**config.mk**
```make
export PLATFORM = sky130hd
export DESIGN_NAME = per_source_packet_rate_limiter_flat
export DESIGN_NICKNAME = d
export VERILOG_FILES = /design/src/design/rlim_pkg.sv /design/src/design/rlim_if.sv /design/src/design/per_source_packet_rate_limiter.sv /design/src/design/rlim_csr.sv /design/src/design/rlim_ctrl.sv /design/src/design/rlim_dpath.sv /design/src/flat_wrapper.sv
export SDC_FILE = /design/constraint.sdc
export NUM_CORES = 2
export LEC_CHECK = 0
export BUFFER_PORTS_ARGS = -buffer_cell sky130_fd_sc_hd__clkbuf_2
export CORE_AREA = 2 2 544 384
export CTS_CLUSTER_SIZE = 12
export DETAILED_ROUTE_END_ITERATION = 8
export DIE_AREA = 0 0 546 386
export PLACE_DENSITY = 0.71
export SLEW_MARGIN = 20
export SYNTH_ARGS = -nofsm -noshare
export SYNTH_HDL_FRONTEND = slang
export SYNTH_SLANG_ARGS = --single-unit
```
**constraint.sdc**
```tcl
create_clock -name clock -period 10.61 [get_ports clock]
set_input_delay 0.5305 -clock clock [delete_from_list [all_inputs] [get_ports clock]]
set_output_delay 0.5305 -clock clock [all_outputs]
set_load 0.01 [all_outputs]
```
**src/design/rlim_pkg.sv**
```systemverilog
`timescale 1ns / 1ps
// ----------------------------------------------------------------------------
// rlim_pkg
// Shared sizes, codes and types of the per-source packet rate limiter.
// ----------------------------------------------------------------------------
package rlim_pkg;

   localparam int Entries    = 16;
   localparam int CountBits  = 16;
   localparam int AddrBits   = 64;
   localparam int LimitBits  = 16;
   localparam int IdxBits    = (Entries > 1) ? $clog2(Entries) : 1;
   localparam int UsedBits   = $clog2(Entries + 1);
   localparam int CsrAddrBits = 2;
   localparam int CsrDataBits = 32;

   localparam logic [CountBits-1:0]   CountMax       = {CountBits{1'b1}};
   localparam logic [LimitBits-1:0]   PassLimitReset = 16'd4;
   localparam logic [CsrAddrBits-1:0] CsrPassLimit   = 2'd0;

   localparam logic ModePacket = 1'b0;
   localparam logic ModeTick   = 1'b1;

   typedef enum logic [1:0] {
      ST_IDLE,
      ST_MATCH,
      ST_COMMIT
   } rlim_state_type;

   // Commands from the controller to the datapath.
   typedef struct packed {
      logic load;
      logic match;
      logic commit;
   } rlim_cmd_type;

endpackage

```
**src/design/rlim_if.sv**
```systemverilog
`timescale 1ns / 1ps
// ----------------------------------------------------------------------------
// rlim_if
// Valid/ready channels for packet requests and limiter responses.
// ----------------------------------------------------------------------------
interface rlim_req_if;
   logic                          valid;
   logic                          ready;
   logic                          mode;
   logic [rlim_pkg::AddrBits-1:0] source_addr_high;
   logic [rlim_pkg::AddrBits-1:0] source_addr_low;

   modport source (output valid, mode, source_addr_high, source_addr_low, input ready);
   modport sink   (input valid, mode, source_addr_high, source_addr_low, output ready);
endinterface

interface rlim_rsp_if;
   logic valid;
   logic ready;
   logic forward;
   logic learned;
   logic table_full;

   modport source (output valid, forward, learned, table_full, input ready);
   modport sink   (input valid, forward, learned, table_full, output ready);
endinterface

```
**src/design/per_source_packet_rate_limiter.sv**
```systemverilog
`timescale 1ns / 1ps
// A response becomes valid when the commit step registers it. The sequencer
// steps each request through accept, match and commit, and takes no new one
// until that commit; commit waits while the previous response is still held.
// Reset (synchronous, active high) empties the source table, clears all
// counts and the response slot, and sets the pass limit to 4.
// ----------------------------------------------------------------------------
// per_source_packet_rate_limiter
// Per-source packet rate limiter with address learning and window ticks.
// ----------------------------------------------------------------------------
module per_source_packet_rate_limiter (
   input  logic                             clock,
   input  logic                             reset,
   rlim_req_if.sink                         req_chan,
   rlim_rsp_if.source                       rsp_chan,
   input  logic                             csr_psel,
   input  logic                             csr_penable,
   input  logic                             csr_pwrite,
   input  logic [rlim_pkg::CsrAddrBits-1:0] csr_paddr,
   input  logic [rlim_pkg::CsrDataBits-1:0] csr_pwdata,
   output logic [rlim_pkg::CsrDataBits-1:0] csr_prdata,
   output logic                             csr_pready
);

   rlim_pkg::rlim_cmd_type         cmd;
   logic [rlim_pkg::LimitBits-1:0] pass_limit;

   rlim_csr u_csr (
      .clock      (clock),
      .reset      (reset),
      .psel       (csr_psel),
      .penable    (csr_penable),
      .pwrite     (csr_pwrite),
      .paddr      (csr_paddr),
      .pwdata     (csr_pwdata),
      .prdata     (csr_prdata),
      .pready     (csr_pready),
      .pass_limit (pass_limit)
   );

   rlim_ctrl u_ctrl (
      .clock     (clock),
      .reset     (reset),
      .req_valid (req_chan.valid),
      .req_ready (req_chan.ready),
      .rsp_valid (rsp_chan.valid),
      .rsp_ready (rsp_chan.ready),
      .cmd       (cmd)
   );

   rlim_dpath u_dpath (
      .clock            (clock),
      .reset            (reset),
      .cmd              (cmd),
      .mode             (req_chan.mode),
      .source_addr_high (req_chan.source_addr_high),
      .source_addr_low  (req_chan.source_addr_low),
      .pass_limit       (pass_limit),
      .forward          (rsp_chan.forward),
      .learned          (rsp_chan.learned),
      .table_full       (rsp_chan.table_full)
   );

endmodule

```
**src/design/rlim_csr.sv**
```systemverilog
`timescale 1ns / 1ps
// ----------------------------------------------------------------------------
// rlim_csr
// APB register file holding the pass limit.
// ----------------------------------------------------------------------------
module rlim_csr (
   input  logic                             clock,
   input  logic                             reset,
   input  logic                             psel,
   input  logic                             penable,
   input  logic                             pwrite,
   input  logic [rlim_pkg::CsrAddrBits-1:0] paddr,
   input  logic [rlim_pkg::CsrDataBits-1:0] pwdata,
   output logic [rlim_pkg::CsrDataBits-1:0] prdata,
   output logic                             pready,
   output logic [rlim_pkg::LimitBits-1:0]   pass_limit
);

   logic [rlim_pkg::LimitBits-1:0] pass_limit_ff;
   logic [rlim_pkg::LimitBits-1:0] pass_limit_in;
   logic                           wr_limit;

   assign pready   = 1'b1;
   assign wr_limit = psel && penable && pwrite && (paddr == rlim_pkg::CsrPassLimit);

   always_comb begin
      pass_limit_in = pass_limit_ff;
      if (wr_limit) begin
         pass_limit_in = pwdata[rlim_pkg::LimitBits-1:0];
      end
   end

   always_ff @(posedge clock) begin
      if (reset) begin
         pass_limit_ff <= rlim_pkg::PassLimitReset;
      end else begin
         pass_limit_ff <= pass_limit_in;
      end
   end

   always_comb begin
      prdata = '0;
      unique case (paddr)
         rlim_pkg::CsrPassLimit: begin
            prdata = {{(rlim_pkg::CsrDataBits - rlim_pkg::LimitBits){1'b0}}, pass_limit_ff};
         end
         default: begin
            prdata = '0;
         end
      endcase
   end

   assign pass_limit = pass_limit_ff;

endmodule

```
**src/design/rlim_ctrl.sv**
```systemverilog
`timescale 1ns / 1ps
// ----------------------------------------------------------------------------
// rlim_ctrl
// Sequencer: accept, match, commit; owns the response valid register.
// ----------------------------------------------------------------------------
module rlim_ctrl (
   input  logic                   clock,
   input  logic                   reset,
   input  logic                   req_valid,
   output logic                   req_ready,
   output logic                   rsp_valid,
   input  logic                   rsp_ready,
   output rlim_pkg::rlim_cmd_type cmd
);

   rlim_pkg::rlim_state_type state_ff;
   rlim_pkg::rlim_state_type state_in;
   logic                     rsp_valid_ff;
   logic                     rsp_valid_in;
   logic                     out_free;

   // The response slot frees up when empty or when its transaction completes.
   assign out_free = !rsp_valid_ff || rsp_ready;

   always_comb begin
      state_in = state_ff;
      unique case (state_ff)
         rlim_pkg::ST_IDLE: begin
            if (req_valid) begin
               state_in = rlim_pkg::ST_MATCH;
            end
         end
         rlim_pkg::ST_MATCH: begin
            state_in = rlim_pkg::ST_COMMIT;
         end
         rlim_pkg::ST_COMMIT: begin
            if (out_free) begin
               state_in = rlim_pkg::ST_IDLE;
            end
         end
         default: begin
            state_in = rlim_pkg::ST_IDLE;
         end
      endcase
   end

   always_comb begin
      req_ready  = 1'b0;
      cmd.load   = 1'b0;
      cmd.match  = 1'b0;
      cmd.commit = 1'b0;
      unique case (state_ff)
         rlim_pkg::ST_IDLE: begin
            req_ready = 1'b1;
            cmd.load  = req_valid;
         end
         rlim_pkg::ST_MATCH: begin
            cmd.match = 1'b1;
         end
         rlim_pkg::ST_COMMIT: begin
            cmd.commit = out_free;
         end
         default: begin
            req_ready = 1'b0;
         end
      endcase
   end

   always_comb begin
      rsp_valid_in = rsp_valid_ff;
      if (cmd.commit) begin
         rsp_valid_in = 1'b1;
      end else if (rsp_ready) begin
         rsp_valid_in = 1'b0;
      end
   end

   always_ff @(posedge clock) begin
      if (reset) begin
         state_ff     <= rlim_pkg::ST_IDLE;
         rsp_valid_ff <= 1'b0;
      end else begin
         state_ff     <= state_in;
         rsp_valid_ff <= rsp_valid_in;
      end
   end

   assign rsp_valid = rsp_valid_ff;

endmodule

```
**src/design/rlim_dpath.sv**
```systemverilog
`timescale 1ns / 1ps
// ----------------------------------------------------------------------------
// rlim_dpath
// Source table, parallel address match, count update and result register.
// ----------------------------------------------------------------------------
module rlim_dpath (
   input  logic                           clock,
   input  logic                           reset,
   input  rlim_pkg::rlim_cmd_type         cmd,
   input  logic                           mode,
   input  logic [rlim_pkg::AddrBits-1:0]  source_addr_high,
   input  logic [rlim_pkg::AddrBits-1:0]  source_addr_low,
   input  logic [rlim_pkg::LimitBits-1:0] pass_limit,
   output logic                           forward,
   output logic                           learned,
   output logic                           table_full
);

   localparam int N  = rlim_pkg::Entries;
   localparam int CB = rlim_pkg::CountBits;
   localparam int IB = rlim_pkg::IdxBits;
   localparam int UB = rlim_pkg::UsedBits;
   localparam int AB = rlim_pkg::AddrBits;

   // Captured transaction
   logic          mode_ff;
   logic [AB-1:0] addr_high_ff;
   logic [AB-1:0] addr_low_ff;

   // Table
   logic [AB-1:0] entry_high_ff [N];
   logic [AB-1:0] entry_low_ff  [N];
   logic [CB-1:0] win_count_ff  [N];
   logic [CB-1:0] win_count_in  [N];
   logic [CB-1:0] last_count_ff [N];
   logic [CB-1:0] last_count_in [N];
   logic [UB-1:0] used_ff;
   logic [UB-1:0] used_in;

   // Match stage
   logic [N-1:0]  match_vec;
   logic          hit_comb;
   logic [IB-1:0] hit_idx_comb;
   logic          hit_ff;
   logic [IB-1:0] hit_idx_ff;

   // Commit stage
   logic          fwd_in;
   logic          lrn_in;
   logic          full_in;
   logic          forward_ff;
   logic          learned_ff;
   logic          table_full_ff;
   logic          room;
   logic          do_learn;
   logic [IB-1:0] new_idx;
   logic [CB-1:0] hit_count;
   logic [CB-1:0] hit_count_inc;

   always_ff @(posedge clock) begin
      if (cmd.load) begin
         mode_ff      <= mode;
         addr_high_ff <= source_addr_high;
         addr_low_ff  <= source_addr_low;
      end
   end

   // Compare against every used entry at once.
   always_comb begin
      for (int k = 0; k < N; k++) begin
         match_vec[k] = (UB'(k) < used_ff) && (entry_high_ff[k] == addr_high_ff) &&
                        (entry_low_ff[k] == addr_low_ff);
      end
   end

   // Lowest matching entry wins.
   always_comb begin
      hit_comb     = |match_vec;
      hit_idx_comb = '0;
      for (int k = N - 1; k >= 0; k--) begin
         if (match_vec[k]) begin
            hit_idx_comb = IB'(k);
         end
      end
   end

   always_ff @(posedge clock) begin
      if (cmd.match) begin
         hit_ff     <= hit_comb;
         hit_idx_ff <= hit_idx_comb;
      end
   end

   assign room          = used_ff < UB'(N);
   assign new_idx       = used_ff[IB-1:0];
   assign hit_count     = win_count_ff[hit_idx_ff];
   assign hit_count_inc = (hit_count == rlim_pkg::CountMax) ? hit_count : hit_count + 1'b1;
   assign do_learn      = cmd.commit && (mode_ff == rlim_pkg::ModePacket) && !hit_ff && room;

   always_comb begin
      win_count_in  = win_count_ff;
      last_count_in = last_count_ff;
      used_in       = used_ff;
      fwd_in        = 1'b0;
      lrn_in        = 1'b0;
      full_in       = 1'b0;
      if (cmd.commit) begin
         if (mode_ff == rlim_pkg::ModeTick) begin
            // Unused entries hold zero counts, so shifting all of them is harmless.
            for (int k = 0; k < N; k++) begin
               last_count_in[k] = win_count_ff[k];
               win_count_in[k]  = '0;
            end
         end else if (hit_ff) begin
            win_count_in[hit_idx_ff] = hit_count_inc;
            fwd_in = last_count_ff[hit_idx_ff] < pass_limit;
         end else if (room) begin
            win_count_in[new_idx]  = CB'(1);
            last_count_in[new_idx] = '0;
            used_in                = used_ff + 1'b1;
            lrn_in                 = 1'b1;
         end else begin
            full_in = 1'b1;
         end
      end
   end

   always_ff @(posedge clock) begin
      if (reset) begin
         used_ff <= '0;
         for (int k = 0; k < N; k++) begin
            win_count_ff[k]  <= '0;
            last_count_ff[k] <= '0;
         end
      end else begin
         used_ff       <= used_in;
         win_count_ff  <= win_count_in;
         last_count_ff <= last_count_in;
      end
   end

   always_ff @(posedge clock) begin
      if (do_learn) begin
         entry_high_ff[new_idx] <= addr_high_ff;
         entry_low_ff[new_idx]  <= addr_low_ff;
      end
   end

   always_ff @(posedge clock) begin
      if (cmd.commit) begin
         forward_ff    <= fwd_in;
         learned_ff    <= lrn_in;
         table_full_ff <= full_in;
      end
   end

   assign forward    = forward_ff;
   assign learned    = learned_ff;
   assign table_full = table_full_ff;

endmodule
```
**src/flat_wrapper.sv**
```systemverilog
// flat-port wrapper written by rule: the top's interface ports become plain ports
module per_source_packet_rate_limiter_flat 
  (clock, reset, csr_psel, csr_penable, csr_pwrite, csr_paddr, csr_pwdata, csr_prdata, csr_pready, req_chan_valid, req_chan_mode, req_chan_source_addr_high, req_chan_source_addr_low, req_chan_ready, rsp_chan_valid, rsp_chan_forward, rsp_chan_learned, rsp_chan_table_full, rsp_chan_ready);
  rlim_req_if req_chan_i ();
  rlim_rsp_if rsp_chan_i ();
  input  logic clock;
  input  logic reset;
  input  logic csr_psel;
  input  logic csr_penable;
  input  logic csr_pwrite;
  input  logic [rlim_pkg::CsrAddrBits-1:0] csr_paddr;
  input  logic [rlim_pkg::CsrDataBits-1:0] csr_pwdata;
  output logic [rlim_pkg::CsrDataBits-1:0] csr_prdata;
  output logic csr_pready;
  input wire logic [$bits(req_chan_i.valid)-1:0] req_chan_valid;
  input wire logic [$bits(req_chan_i.mode)-1:0] req_chan_mode;
  input wire logic [$bits(req_chan_i.source_addr_high)-1:0] req_chan_source_addr_high;
  input wire logic [$bits(req_chan_i.source_addr_low)-1:0] req_chan_source_addr_low;
  output wire logic [$bits(req_chan_i.ready)-1:0] req_chan_ready;
  output wire logic [$bits(rsp_chan_i.valid)-1:0] rsp_chan_valid;
  output wire logic [$bits(rsp_chan_i.forward)-1:0] rsp_chan_forward;
  output wire logic [$bits(rsp_chan_i.learned)-1:0] rsp_chan_learned;
  output wire logic [$bits(rsp_chan_i.table_full)-1:0] rsp_chan_table_full;
  input wire logic [$bits(rsp_chan_i.ready)-1:0] rsp_chan_ready;
  assign req_chan_i.valid = req_chan_valid;
  assign req_chan_i.mode = req_chan_mode;
  assign req_chan_i.source_addr_high = req_chan_source_addr_high;
  assign req_chan_i.source_addr_low = req_chan_source_addr_low;
  assign req_chan_ready = req_chan_i.ready;
  assign rsp_chan_valid = rsp_chan_i.valid;
  assign rsp_chan_forward = rsp_chan_i.forward;
  assign rsp_chan_learned = rsp_chan_i.learned;
  assign rsp_chan_table_full = rsp_chan_i.table_full;
  assign rsp_chan_i.ready = rsp_chan_ready;
  per_source_packet_rate_limiter u_core (.clock(clock), .reset(reset), .req_chan(req_chan_i), .rsp_chan(rsp_chan_i), .csr_psel(csr_psel), .csr_penable(csr_penable), .csr_pwrite(csr_pwrite), .csr_paddr(csr_paddr), .csr_pwdata(csr_pwdata), .csr_prdata(csr_prdata), .csr_pready(csr_pready));
endmodule
```
==> Implementation_results.wiki <==
{| class="wikitable"
! Metric !! Value
|-
| Max Root-Sink Buffers || 4
|-
| Routed metal-1 wirelength || 154,000 um
|-
| Htree depth || 5
|-
| Commonest cells in the netlist || sky130_fd_sc_hd__edfxtp_1 (2,185), sky130_fd_sc_hd__xor2_1 (990), sky130_fd_sc_hd__xnor2_1 (771), sky130_fd_sc_hd__dfxtp_1 (536), sky130_fd_sc_hd__nor2_1 (361)
|-
| Source-to-sink clock delay at the later pin of the worst-skew pair || 0.87 ns
|-
| Overflow after GRT || 0
|-
| Post-synthesis average cell area || 14.5 um2
|-
| Clock tree root buffer cell || sky130_fd_sc_hd__clkbuf_16
|-
| Total DRC errors in the routed layout || 0
|-
| Routability cong. || 1.05
|-
| Core region area || 206,000 um2
|-
| Area of the mapped netlist || 113,000 um2
|-
| DRT antenna net count || 0
|-
| Area after DPL || 118,000 um2
|-
| Share of post-route cells with drive strength above 1 || 12.5%
|-
| Number of synthesized flops with an enable pin || 2,185
|-
| Post-DR wirelength/cell || 35.6 um
|-
| DIE WIDTH || 546 um
|-
| Number of global-route vias before repair || 67.6k
|-
| Period minus WS final || 5.47 ns
|-
| Routed wire length on met3 || 70,900 um
|-
| Most common flop cell mapped by yosys || sky130_fd_sc_hd__edfxtp_1
|-
| Outcome || completed
|-
| Signed area change from the synthesized netlist to the final layout || 13.3%
|-
| Power density relative to cell area || 174 nW/um2
|-
| Ratio of final minimum period to clock period || 51.5%
|-
| Vias || 74.0k
|-
| Height of the die || 386 um
|-
| First-pass GRT wire length || 540,000 um
|-
| Post-route design area || 128,000 um2
|-
| Clock tree from TritonCTS || done
|-
| Type of the worst setup path || reg2reg
|-
| Worst hold-check path type || in2reg
|-
| Initial core utilization || 54.6%
|-
| Net total in the final layout || 8,460
|-
| Uppermost layer routed || met5
|-
| Worst slew margin relative to its limit || 10.4%
|-
| Die Outline Area || 211,000 um2
|-
| TNS Setup || 0 ns
|-
| Max_cap viols || 0
|-
| Average via count per standard cell || 6.62
|-
| Synthesized instance count || 7,784
|-
| Sequential fraction of the synthesis area || 67.8%
|-
| Peak Freq || 183 MHz
|-
| Post-Route WL || 398,000 um
|-
| Fin. Hold Viols || 0
|-
| Synth unique cells || 68
|-
| Library cell occupying the most area in the post-synthesis netlist || sky130_fd_sc_hd__edfxtp_1
|-
| Synth Warn # || 0
|-
| Cell types with the largest area share after synthesis || sky130_fd_sc_hd__edfxtp_1 (58%), sky130_fd_sc_hd__dfxtp_1 (9.5%), sky130_fd_sc_hd__xor2_1 (7.7%), sky130_fd_sc_hd__xnor2_1 (6.0%), sky130_fd_sc_hd__mux4_2 (3.2%)
|-
| 1st-pass router iterations || 6
|-
| Number of antenna violations at the first check in global routing || 63
|-
| Detailed-routed wire length on met2 || 156,000 um
|-
| Final worst clock skew || 0.0790 ns
|-
| Number of pins exceeding their max-slew limit in the final report || 0
|-
| Dominant cell by count in the synthesized netlist || sky130_fd_sc_hd__edfxtp_1
|-
| Leakage || 41.8 nW
|-
| Top-level I/O count || 208
|-
| Unrepaired setup endpoints after global routing || false
|-
| Share of synthesized flip-flops with an asynchronous set or reset || 0%
|-
| Fill cells || 15.1k
|-
| Worst voltage drop across the vdd grid || 0.192 mV
|-
| Data arrival time of the worst path || 6.15 ns
|-
| Clock-pin slew reported for the worst setup and hold paths after clock tree synthesis || 0.06 ns
|-
| Worst setup EP type || flip-flop
|-
| Sequential Area || 76,300 um2
|-
| Number of buffers created by CTS || 278
|-
| 1st-iter DRT viols || 14.9k
|-
| Worst Setup Start Kind || flip-flop
|-
| HPWL after detailed placement || 255,000 um
|-
| Tightest Pin Transition || 1.33 ns
|-
| Global Route Usage Sum || 37.1%
|-
| Number of synthesized register bits || 2,721
|-
| Largest driver fanout on the critical path || 25
|-
| Port Buffer Count || 174
|-
| Clock sink count || 2,721
|-
| Pin count of the biggest net entering global routing || 132
|-
| Placement Rows || 140
|-
| Setup violators final || 0
|-
| Post-synth top area share || 58.3%
|-
| Data required time of the worst path || 11.29 ns
|-
| Area taken by multi-input logic gates || 34,000 um2
|}
## final timing paths
| kind | startpoint | slack, ns | cells after the start | to |
|---|---|---|---|---|
| min reg2reg | u_core.u_csr.pass_limit[9]$_SDFFE_PP0P_ | 0.45 | 2 | u_core.u_csr.pass_limit[9]$_SDFFE_PP0P_ |
| min | reset | 0.13 | 2 | u_core.u_dpath.last_count_ff[120]$_SDFFE_PP0P_ |
| max | u_core.u_dpath.addr_high_ff[17]$_DFFE_PP_ | 5.14 | 12 | u_core.u_dpath.hit_ff$_DFFE_PN_ |
| max reg2reg | u_core.u_dpath.addr_high_ff[17]$_DFFE_PP_ | 5.14 | 12 | u_core.u_dpath.hit_ff$_DFFE_PN_ |
## worst max-delay path, stage by stage, from the launching register on
cell and delay (ns):
sky130_fd_sc_hd__edfxtp_1 0.34, sky130_fd_sc_hd__buf_4 0.29, sky130_fd_sc_hd__buf_4 0.59, sky130_fd_sc_hd__xnor2_1 0.20
sky130_fd_sc_hd__nand4_1 0.12, sky130_fd_sc_hd__nor4_1 0.38, sky130_fd_sc_hd__nand4_1 0.88, sky130_fd_sc_hd__or4_1 0.83
sky130_fd_sc_hd__nor4_1 0.92, sky130_fd_sc_hd__nand2b_1 0.22, sky130_fd_sc_hd__nand2b_1 0.13, sky130_fd_sc_hd__nand4b_1 0.13
sky130_fd_sc_hd__or3_1 0.23
## power breakdown
group	leakage (nW)	switching, mW	internal, mW
Clock	3.81	3.99	4.99
Combinational	14.0	1.17	0.413
Sequential	24.0	0.0475	11.6
Total	41.8	5.21	17.0
## per-layer routing
| layer | global-route usage, % | up-vias |
|---|---|---|
| met4 | 13.8 | 28 |
| met3 | 15.0 | 835 |
| met1 | 54.3 | 37408 |
| met5 | 0 | - |
| met2 | 49.2 | 6038 |
| li1 | - | 29644 |
## metrics by stage
step | total power [mW] | hold slack (ns) | setup slack (ns) | cells | utilization, %
global placement | 13.3 | 0.445 | 5.34 | 10613 | 57.3
finish | 22.2 | 0.133 | 5.14 | 11172 | 61.9
detailed placement | 13.3 | 0.447 | 5.22 | 10613 | 57.3
floorplan | 12.5 | 0.436 | 3.23 | 7799 | -
CTS | 22.1 | 0.141 | 5.17 | 11158 | 61.8
global route | 22.6 | 0.197 | 4.79 | 11158 | 61.8
## placed cells by master (no fill, tap or decap), drive strengths merged, types with 7 or more instances in the layout
cell type    synthesis  routed
and3                14      14
a2111oi             23      23
o2bb2ai             30      30
xor2               990     990
and4                 7       7
nand2b              57      57
dfxtp              536     536
o22ai               79      79
a221oi              50      50
xnor2              771     771
nor3                48      48
edfxtp            2185    2185
nand3               31      31
nand2              308     308
ha                  20      20
clkbuf             341     544
dlygate4sd3          0     146
buf                129     342
nand4              277     277
inv                189     194
clkinv               4      26
or4                 11      11
diode                0      14
nor4               310     310
nor2               361     361
a22o                66      66
a21oi               73      73
a211oi              11      11
a2bb2oi             10      10
conb                 2      17
mux4               158     158
a22oi              279     279
o221ai              11      11
nor2b               74      74
o2111ai             17      17
o21ai              243     243
and2                12      12
## state kept, by name, indices dropped and copies added, names as in the netlist, 2 cells and up
register,flops
u_core.u_dpath.last_count_ff,256
u_core.u_ctrl.state_ff,2
u_core.u_dpath.win_count_ff,256
u_core.u_dpath.entry_high_ff,1024
u_core.u_dpath.used_ff,5
u_core.u_dpath.hit_idx_ff,4
u_core.u_csr.pass_limit,16
u_core.u_dpath.addr_high_ff,64
u_core.u_dpath.addr_low_ff,64
u_core.u_dpath.entry_low_ff,1024
## layout make-up
cell class              instances  area share (%)
flip-flops and latches       2721            59.9
multi-input cells            4415            26.6
clock buffers                 371            5.98
repair buffers                661            4.06
well taps                    2769            2.72
inverters                     193           0.568
clock inverters                28           0.151
diodes                         14          0.0275
## repair_timing
action                                 in CTS  in global routing
endpoints found under the hold margin     146                  0
resized for setup                           0                  0
hold buffers                              146                  0
buffers inserted                            0                  0
## cells by family (layout without fill, tap and decap cells)
| group | count (synthesis) | count (layout) | share of synthesized area (%) |
|---|---|---|---|
| XOR/XNOR | 1761 | 1761 | 13.7 |
| multiplexers | 167 | 167 | 3.25 |
| flip-flops | 2721 | 2721 | 67.8 |
| buffers and inverters | 663 | 1253 | 2.34 |
| AND/OR/NAND/NOR | 1528 | 1528 | 7.01 |
| AO/OA/AOI/OAI | 922 | 922 | 5.63 |
| other | 2 | 31 | 0.00667 |
| adder cells (fa/ha/maj) | 20 | 20 | 0.222 |
No activity file was read; power rests on OpenSTA's default activity.
